## src/design/fpt_pkg.sv

```systemverilog
// Shared types, codes and defaults for the flat page table engine.
`default_nettype none

package fpt_pkg;

    localparam int ADDR_BITS  = 48;
    localparam int COUNT_BITS = 17;
    localparam int BYTE_BITS  = 8;
    localparam int FUNC_BITS  = 3;

    localparam int PAGE_SHIFT_DEF     = 12;
    localparam int TABLE_PAGES_DEF    = 65536;
    localparam int HOST_ADDR_BITS_DEF = 48;

    // Request selector codes
    localparam logic [FUNC_BITS-1:0] FUNC_MAP       = 3'd0;
    localparam logic [FUNC_BITS-1:0] FUNC_REMAP     = 3'd1;
    localparam logic [FUNC_BITS-1:0] FUNC_UNMAP     = 3'd2;
    localparam logic [FUNC_BITS-1:0] FUNC_PROTECT   = 3'd3;
    localparam logic [FUNC_BITS-1:0] FUNC_ATTR      = 3'd4;
    localparam logic [FUNC_BITS-1:0] FUNC_TRANSLATE = 3'd5;
    localparam logic [FUNC_BITS-1:0] FUNC_QUERY     = 3'd6;

    typedef struct packed {
        logic [FUNC_BITS-1:0]  func;
        logic [ADDR_BITS-1:0]  va;
        logic [ADDR_BITS-1:0]  src_va;
        logic [COUNT_BITS-1:0] run_pages;
        logic [ADDR_BITS-1:0]  host_base;
        logic [BYTE_BITS-1:0]  state_type;
        logic [BYTE_BITS-1:0]  perm;
        logic [BYTE_BITS-1:0]  attr_value;
        logic [BYTE_BITS-1:0]  attr_mask;
    } fpt_in_t;

    typedef struct packed {
        logic [ADDR_BITS-1:0] host_addr;
        logic [ADDR_BITS-1:0] region_base;
        logic [BYTE_BITS-1:0] out_type;
        logic [BYTE_BITS-1:0] out_perm;
        logic [BYTE_BITS-1:0] out_attr;
        logic                 range_fault;
    } fpt_out_t;

    // Controller to datapath
    typedef struct packed {
        logic clear_wr;   // zero one entry of the clearing pass
        logic load;       // capture a new request
        logic rd;         // issue a table read
        logic wr;         // write back the updated entry
        logic adv;        // step to the next page of the run
        logic set_fault;  // flag a page beyond the table
        logic done;       // load the result register
    } fpt_cmd_t;

    // Datapath to controller
    typedef struct packed {
        logic clear_last;
        logic range_op;
        logic lookup_op;
        logic count_zero;
        logic page_out;
        logic out_free;
    } fpt_sts_t;

endpackage

`default_nettype wire

```

## src/design/fpt_ctrl.sv

```systemverilog
// Controller state machine: clearing pass, request intake, page walk, result hand-off.
`default_nettype none

module fpt_ctrl (
    input  wire logic             clk,
    input  wire logic             rst_n,
    input  wire logic             in_valid,
    output logic                  in_ready,
    input  wire fpt_pkg::fpt_sts_t sts,
    output fpt_pkg::fpt_cmd_t     cmd
);

    localparam logic [2:0] S_CLEAR = 3'd0;
    localparam logic [2:0] S_IDLE  = 3'd1;
    localparam logic [2:0] S_READ  = 3'd2;
    localparam logic [2:0] S_WRITE = 3'd3;
    localparam logic [2:0] S_FIN   = 3'd4;

    logic [2:0] state_reg;
    logic [2:0] state_next;

    always_comb
    begin
        cmd        = '0;
        in_ready   = 1'b0;
        state_next = state_reg;
        case (state_reg)
            S_CLEAR:
            begin
                cmd.clear_wr = 1'b1;
                if (sts.clear_last)
                begin
                    state_next = S_IDLE;
                end
            end
            S_IDLE:
            begin
                in_ready = 1'b1;
                if (in_valid)
                begin
                    cmd.load   = 1'b1;
                    state_next = S_READ;
                end
            end
            S_READ:
            begin
                if (sts.range_op)
                begin
                    if (sts.count_zero)
                    begin
                        state_next = S_FIN;
                    end
                    else if (sts.page_out)
                    begin
                        // every later page lies beyond the table too: flag and stop
                        cmd.set_fault = 1'b1;
                        state_next    = S_FIN;
                    end
                    else
                    begin
                        cmd.rd     = 1'b1;
                        state_next = S_WRITE;
                    end
                end
                else
                begin
                    cmd.rd     = sts.lookup_op;
                    state_next = S_FIN;
                end
            end
            S_WRITE:
            begin
                cmd.wr     = 1'b1;
                cmd.adv    = 1'b1;
                state_next = S_READ;
            end
            S_FIN:
            begin
                if (sts.out_free)
                begin
                    cmd.done   = 1'b1;
                    state_next = S_IDLE;
                end
            end
            default:
            begin
                state_next = S_IDLE;
            end
        endcase
    end

    always_ff @(posedge clk or negedge rst_n)
    begin
        if (!rst_n)
        begin
            state_reg <= S_CLEAR;
        end
        else
        begin
            state_reg <= state_next;
        end
    end

    a_wr_after_rd: assert property (@(posedge clk) disable iff (!rst_n)
        cmd.wr |-> $past(cmd.rd))
        else $error("write-back without a preceding table read");

    a_clear_complete: assert property (@(posedge clk) disable iff (!rst_n)
        (state_reg != S_CLEAR && $past(state_reg == S_CLEAR)) |-> $past(sts.clear_last))
        else $error("clearing pass left before the last entry");

endmodule

`default_nettype wire

```

## config.mk

```make
export PLATFORM = sky130hd
export DESIGN_NAME = fpt_ctrl
export DESIGN_NICKNAME = d
export VERILOG_FILES = /design/src/design/fpt_pkg.sv /design/src/design/fpt_ctrl.sv
export SDC_FILE = /design/constraint.sdc
export NUM_CORES = 1
export LEC_CHECK = 0
export BUFFER_PORTS_ARGS = -buffer_cell sky130_fd_sc_hd__buf_2
export CAP_MARGIN = 20
export CORE_AREA = 2 2 39 41
export CTS_CLUSTER_SIZE = 28
export DETAILED_ROUTE_END_ITERATION = 7
export DIE_AREA = 0 0 41 43
export HOLD_SLACK_MARGIN = 0.15
export PLACE_DENSITY = 0.48
export SYNTH_ARGS = -nofsm -noshare
export SYNTH_HDL_FRONTEND = slang
export SYNTH_SLANG_ARGS = --single-unit
```

## constraint.sdc

```tcl
create_clock -name clk -period 1.5 [get_ports clk]
set_input_delay 0.075 -clock clk [delete_from_list [all_inputs] [get_ports clk]]
set_output_delay 0.075 -clock clk [all_outputs]
set_load 0.02 [all_outputs]
```

==> out/results.ini, run 1 <==
[cts]
cts.path.max_buffers=2
cts_root_buf=clkbuf_4
clock-sinks=3
post_cts_buffers=0
cts_tree=done
numCtsBuffers=3
htree_levels=1
clk_latency_ns=0.23
cts.reportedPaths.clkPinSlew_ns=0.04

[final_layout]
drive_above_1_share_pct=52.0
largest_reg_flops=3
area_growth_syn_to_layout_pct=56.9
utilization_pct=27.7
antennaDiodeCount=0
instances_no_fill=66
nets=60

[detailed_routing]
drt-vias-per-instance=4.21
postRouteAntennaNets=0
drt-total-wl_um=608
dr_total_vias=278
wire_per_inst_um=9.21
first_pass_iters=2
drcViolationCount=0
drtIter0Drc=1

[power]
combinationalPowerShare_pct=49.5
clkPwrFrac_pct=20.6
p_int_mw=0.371
cellPowerDensity_mw_per_mm2=1860
power_switching_mw=0.342
p_leak_nw=0.183
switching_share_pct=48.0
power_frac_seq_pct=29.9
ir_drop_uv=517

[setup_path]
critPathArrivalTime_ns=1.33
crit_type=input pin to output pin
crit_required_ns=1.42
crit_path_start_kind=input pin
worst_r2r_path_depth=3
end_kind=output pin
path_max_fanout=3

[global_routing]
grt_pass1_wl_um=986
overflow=0
antenna_found_initial=0
grt_max_degree=10
grt_pass1_vias=268
grt_usage_pct=8.66

[placement]
post-dp-hpwl_um=432
io_buffers=16
gp_congestion=0.797
placed_cells=59
dp_slack_ns=0.357

[run]
cap_violations=0

[timing]
post-route-min-period_ns=1.41
grt_setup_unrepaired=no
setup_ws_ns=0.0945
setup_viol=0
tightestPinTransition_ns=0.309
finClkSkew_ns=0.00134
hold-worst-slack_ns=0.162
fmax_mhz=712
timing.final.max_slew_violations=0
fin_crit_sh_pct=93.7
hold_violations=0
timing.setup.tns_ns=0
slew_headroom_pct=79.4

[run_status]
status=finished, final reports clean

[die]
num_io_pins=17
core_mm2=0.00138
rows=14
dieArea_mm2=0.00176
die_w_um=41
initial_core_util_pct=17.6
fp.dieH_um=43

[synthesis]
yosysSeqAreaShare_pct=30.8
synth_cell_type_count=19
yosysWarnings=0
syn_area_um2=244
synth_cells=29
postSynthAreaPerCell_um2=8.41
ys_ff_latch=3
synth_nets=38

[worst_hold_path]
hold_path_class=input pin to asynchronous set/reset pin

## final cells by class
| type | instances | area (um^2) |
|---|---|---|
| fillers | 160 | 1000 |
| multi-input cells | 22 | 143 |
| repair buffers | 19 | 110 |
| flip-flops and latches | 3 | 76.3 |
| clock buffers | 4 | 26.3 |
| well taps | 16 | 20.0 |
| inverters | 2 | 7.51 |
## power groups by stage
stage	logic, mW	clock network, mW	registers, mW
after floorplan	0.310	0	0.171
after global placement	0.351	0	0.212
after detailed placement	0.350	0	0.213
after CTS	0.356	0.151	0.211
after global routing	0.394	0.154	0.231
final	0.353	0.147	0.213
## synth_stat cells, drive strengths merged
cell / n / share of area [%]
nor2: 3 / 4.6
inv: 2 / 3.1
a21oi: 2 / 4.1
a2111oi: 1 / 6.2
o21ai: 1 / 2.0
nor3b: 2 / 8.2
and2: 1 / 2.6
buf: 2 / 7.7
nor3: 6 / 14
nand3b: 1 / 3.1
dfrtp: 3 / 31
nand2: 2 / 3.1
nand2b: 1 / 3.6
o21a: 1 / 3.1
nor2b: 1 / 3.6
## routing by layer
layer  share of wire (%)  track usage (%)  wire length, um
met5                   0                0                0
met3                  10             1.57               61
met1                  42             10.1              255
met4                   0             10.0                0
met2                  48             11.6              290
## path summary, 6_finish.rpt
path / slack, ns / from / to
max in group asynchronous: 1.22 / rst_n / state_reg[2]
setup / recovery: 0.09 / sts[1] / cmd[4]
hold reg to reg: 0.55 / state_reg[2] / state_reg[1]
min in group clk: 0.18 / in_valid / state_reg[1]
hold / removal: 0.16 / rst_n / state_reg[1]
setup reg to reg: 0.43 / state_reg[2] / state_reg[2]
## what timing repair did
action,in CTS,in global routing
hold endpoints to repair,4,0
hold buffers,3,0
resized for setup,0,1
setup endpoints to repair,0,1
## logic make-up (layout without fill, tap and decap cells)
logic type      Yosys count  after routing  share of synthesized area, %
buf+inv                   4             25                          10.8
simple gates             17             17                          43.1
compound gates            5              5                          15.4
flops                     3              3                          30.8
## critical path: stages
cell and delay [ns]:
dlygate4sd3_1 0.53, buf_2 0.13, nor3b_2 0.23, a21oi_1 0.06
nor3_1 0.12, buf_2 0.18
## placed cells by master, fill, tap and decap left out, types with 2 or more instances in the layout
| cell | netlist | final |
|---|---|---|
| dlygate4sd3_1 | 0 | 3 |
| nor2_1 | 3 | 3 |
| buf_2 | 0 | 16 |
| dfrtp_1 | 3 | 2 |
| nor3_1 | 5 | 5 |
| clkbuf_4 | 0 | 3 |
| a21oi_1 | 2 | 2 |
| nand2_1 | 2 | 2 |
## per-stage QoR
stage,cell area [um^2],power [mW]
after floorplan,244,0.481
after global placement,325,0.563
after detailed placement,325,0.563
after CTS,382,0.718
after global routing,383,0.779
final,383,0.713
(Power assumes the default switching activity.)
==> inputs of run 2 (changes only) <==
PLACE_DENSITY = unset   (was 0.48)
PLACE_DENSITY_LB_ADDON = 0.1   (was unset)
==> run 2 against run 1 <==
Compared with the run above:
- clock power about the same
- sequential power shrank 11%
- worst setup slack worse by 0.013 ns
- first-iteration DRC count rose by 100%
- die area is the same
- non-clock buffer count increased by 2
- critical path depth down 3
- sequential share of layout area is 1.3 points lower
- cell area up 5.2%
- register-to-register slack worse by 0.09 ns
- combinational power is 14% higher
- power increased by 3.5%
==> out/results.ini, run 2 (synthesis gave the netlist of run 1 again) <==
[detailed_routing]
postRouteAntennaNets=0  ; unchanged
met2_length_um=322  ; +11%
drcViolationCount=0  ; unchanged
drtIter0Drc=2  ; +1
drt-total-wl_um=641  ; +5.4%
dr_total_vias=291  ; +4.7%
routed.top_layer=met3
wire_per_inst_um=9.43  ; +2.3%
drt-vias-per-instance=4.28  ; +1.6%
dr_wl_met3_um=58  ; -4.9%
drt-met1-wl_um=259  ; +1.6%
first_pass_iters=5  ; +3

[timing]
slew_headroom_pct=79.2  ; -0.19 points
fmax_mhz=705  ; -0.89%
finClkSkew_ns=0.00336  ; +0.00202 ns
grt_setup_unrepaired=no
timing.final.max_slew_violations=0  ; unchanged
hold_violations=0  ; unchanged
post-route-min-period_ns=1.42  ; +0.0126 ns
setup_viol=0  ; unchanged
fin_crit_sh_pct=94.5  ; +0.84 points
timing.setup.tns_ns=0  ; unchanged
tightestPinTransition_ns=0.312  ; +0.00281 ns

[placement]
gp_congestion=0.692  ; -13%
io_buffers=16  ; unchanged
post-dp-hpwl_um=476  ; +10%
dpl_cell_area_um2=333  ; +2.3%

[die]
dieArea_mm2=0.00176  ; unchanged
die_w_um=41  ; unchanged
core_mm2=0.00138  ; unchanged
rows=14  ; unchanged
initial_core_util_pct=17.6  ; unchanged
fp.dieH_um=43  ; unchanged
num_io_pins=17  ; unchanged

[final_layout]
drive_above_1_share_pct=51.9  ; -0.077 points
area_growth_syn_to_layout_pct=65.1
utilization_pct=29.1  ; +1.4 points
final_cell_mix=buf_2, nor3_1
finalInstanceArea_um2=403  ; +5.2%
nets=62  ; +3.3%
layout_commonest_cell=buf_2
antennaDiodeCount=0  ; unchanged
largest_reg_flops=3  ; unchanged

[global_routing]
grt_max_degree=10  ; unchanged
grt_usage_pct=10.2  ; +1.5 points
grt_pass1_vias=294  ; +9.7%
overflow=0  ; unchanged
grt_pass1_wl_um=1120  ; +14%
antenna_found_initial=0  ; unchanged

[cts]
clock-sinks=3  ; unchanged
cts_root_buf=clkbuf_4
clk_latency_ns=0.24  ; about the same
numCtsBuffers=3  ; unchanged
cts.reportedPaths.clkPinSlew_ns=0.04  ; about the same
cts.path.max_buffers=2  ; unchanged
cts_tree=done
htree_levels=1  ; unchanged

[power]
power_frac_seq_pct=25.6  ; -4.3 points
power_switching_mw=0.350  ; +2.3%
cellPowerDensity_mw_per_mm2=1830  ; -1.6%
p_int_mw=0.388  ; +4.7%
switching_share_pct=47.5  ; -0.56 points
ir_drop_uv=486  ; -6.1%
clkPwrFrac_pct=19.7  ; -0.9 points
combinationalPowerShare_pct=54.7  ; +5.2 points
p_leak_nw=0.198  ; +7.9%

[setup_path]
crit_path_end=cmd[4]
path_delay_family=flip-flops
crit-reg2reg-launch=state_reg[2]
crit_slowest_cell=dfrtp_1
max_stage_delay_ns=0.48  ; -0.05 ns
r2r-end=state_reg[0]
critPathArrivalTime_ns=1.34  ; about the same
crit_path_start_kind=register
rrSetupSlack_ns=0.34  ; -0.09 ns
crit_required_ns=1.42  ; about the same
crit_type=register to output pin
path_depth=3  ; -3
end_kind=output pin
worstPathCellList=nand2b_2 > nor3_1 > buf_2
startpoint=state_reg[2]
crit_buf_inv=1  ; -2
path_max_fanout=9  ; +6
worst_r2r_path_depth=3  ; unchanged

[run]
cap_violations=0  ; unchanged

[run_status]
status=finished, final reports clean

[worst_hold_path]
hold_path_class=input pin to asynchronous set/reset pin

run 2: worst min-delay path by stage:
stage	depth (start not counted)	end	start	slack, ns
6_report	2	state_reg[2]	rst_n	0.16
5_1_grt	2	state_reg[1]	rst_n	0.17
4_1_cts	2	state_reg[2]	rst_n	0.16
3_5_place_dp	1	state_reg[1]	rst_n	-0.13
3_3_place_gp	1	state_reg[1]	rst_n	-0.13
2_1_floorplan	0	state_reg[0]	rst_n	-0.22
run 2: per-layer routing:
layer,vias to the layer above,global-route usage (%)
li1,145,-
met4,0,12.0
met3,0,3.66
met1,132,11.6
met2,14,12.5
met5,-,0
run 2: layout make-up:
| class | count | area [um^2] |
|---|---|---|
| Fill cell | 149 | 981 |
| Multi-Input combinational cell | 22 | 149 |
| Timing Repair Buffer | 21 | 125 |
| Sequential cell | 3 | 75.1 |
| Clock buffer | 4 | 26.3 |
| Tap cell | 16 | 20.0 |
| Inverter | 2 | 7.51 |
run 2: power groups by stage:
| stage | clock (mW) | combinational [mW] | sequential, mW |
|---|---|---|---|
| 2_1_floorplan | 0 | 0.310 | 0.171 |
| 3_3_place_gp | 0 | 0.404 | 0.190 |
| 3_5_place_dp | 0 | 0.398 | 0.189 |
| 4_1_cts | 0.150 | 0.405 | 0.188 |
| 5_1_grt | 0.163 | 0.450 | 0.197 |
| 6_report | 0.145 | 0.404 | 0.189 |
run 2: through the flow:
stage	setup slack (ns)	hold slack (ns)	std cells	power, mW
floorplan	0.209	-0.221	29	0.481
global placement	0.345	-0.128	60	0.594
detailed placement	0.341	-0.129	60	0.587
CTS	0.0356	0.161	67	0.743
global route	0.0148	0.169	68	0.809
finish	0.0820	0.158	68	0.738
run 2: worst register-to-register path: stages, from the launching register on:
cell and delay (ns):
dfrtp_1 0.51, nor2b_2 0.08, a2111oi_2 0.32, nor3_1 0.11
run 2: timing repair:
| item | CTS | global route |
|---|---|---|
| endpoints found under the hold margin | 4 | 0 |
| endpoints found under the setup margin | 0 | 1 |
| hold buffers | 3 | 0 |
| buffers inserted | 0 | 1 |
| gates resized for setup | 0 | 1 |
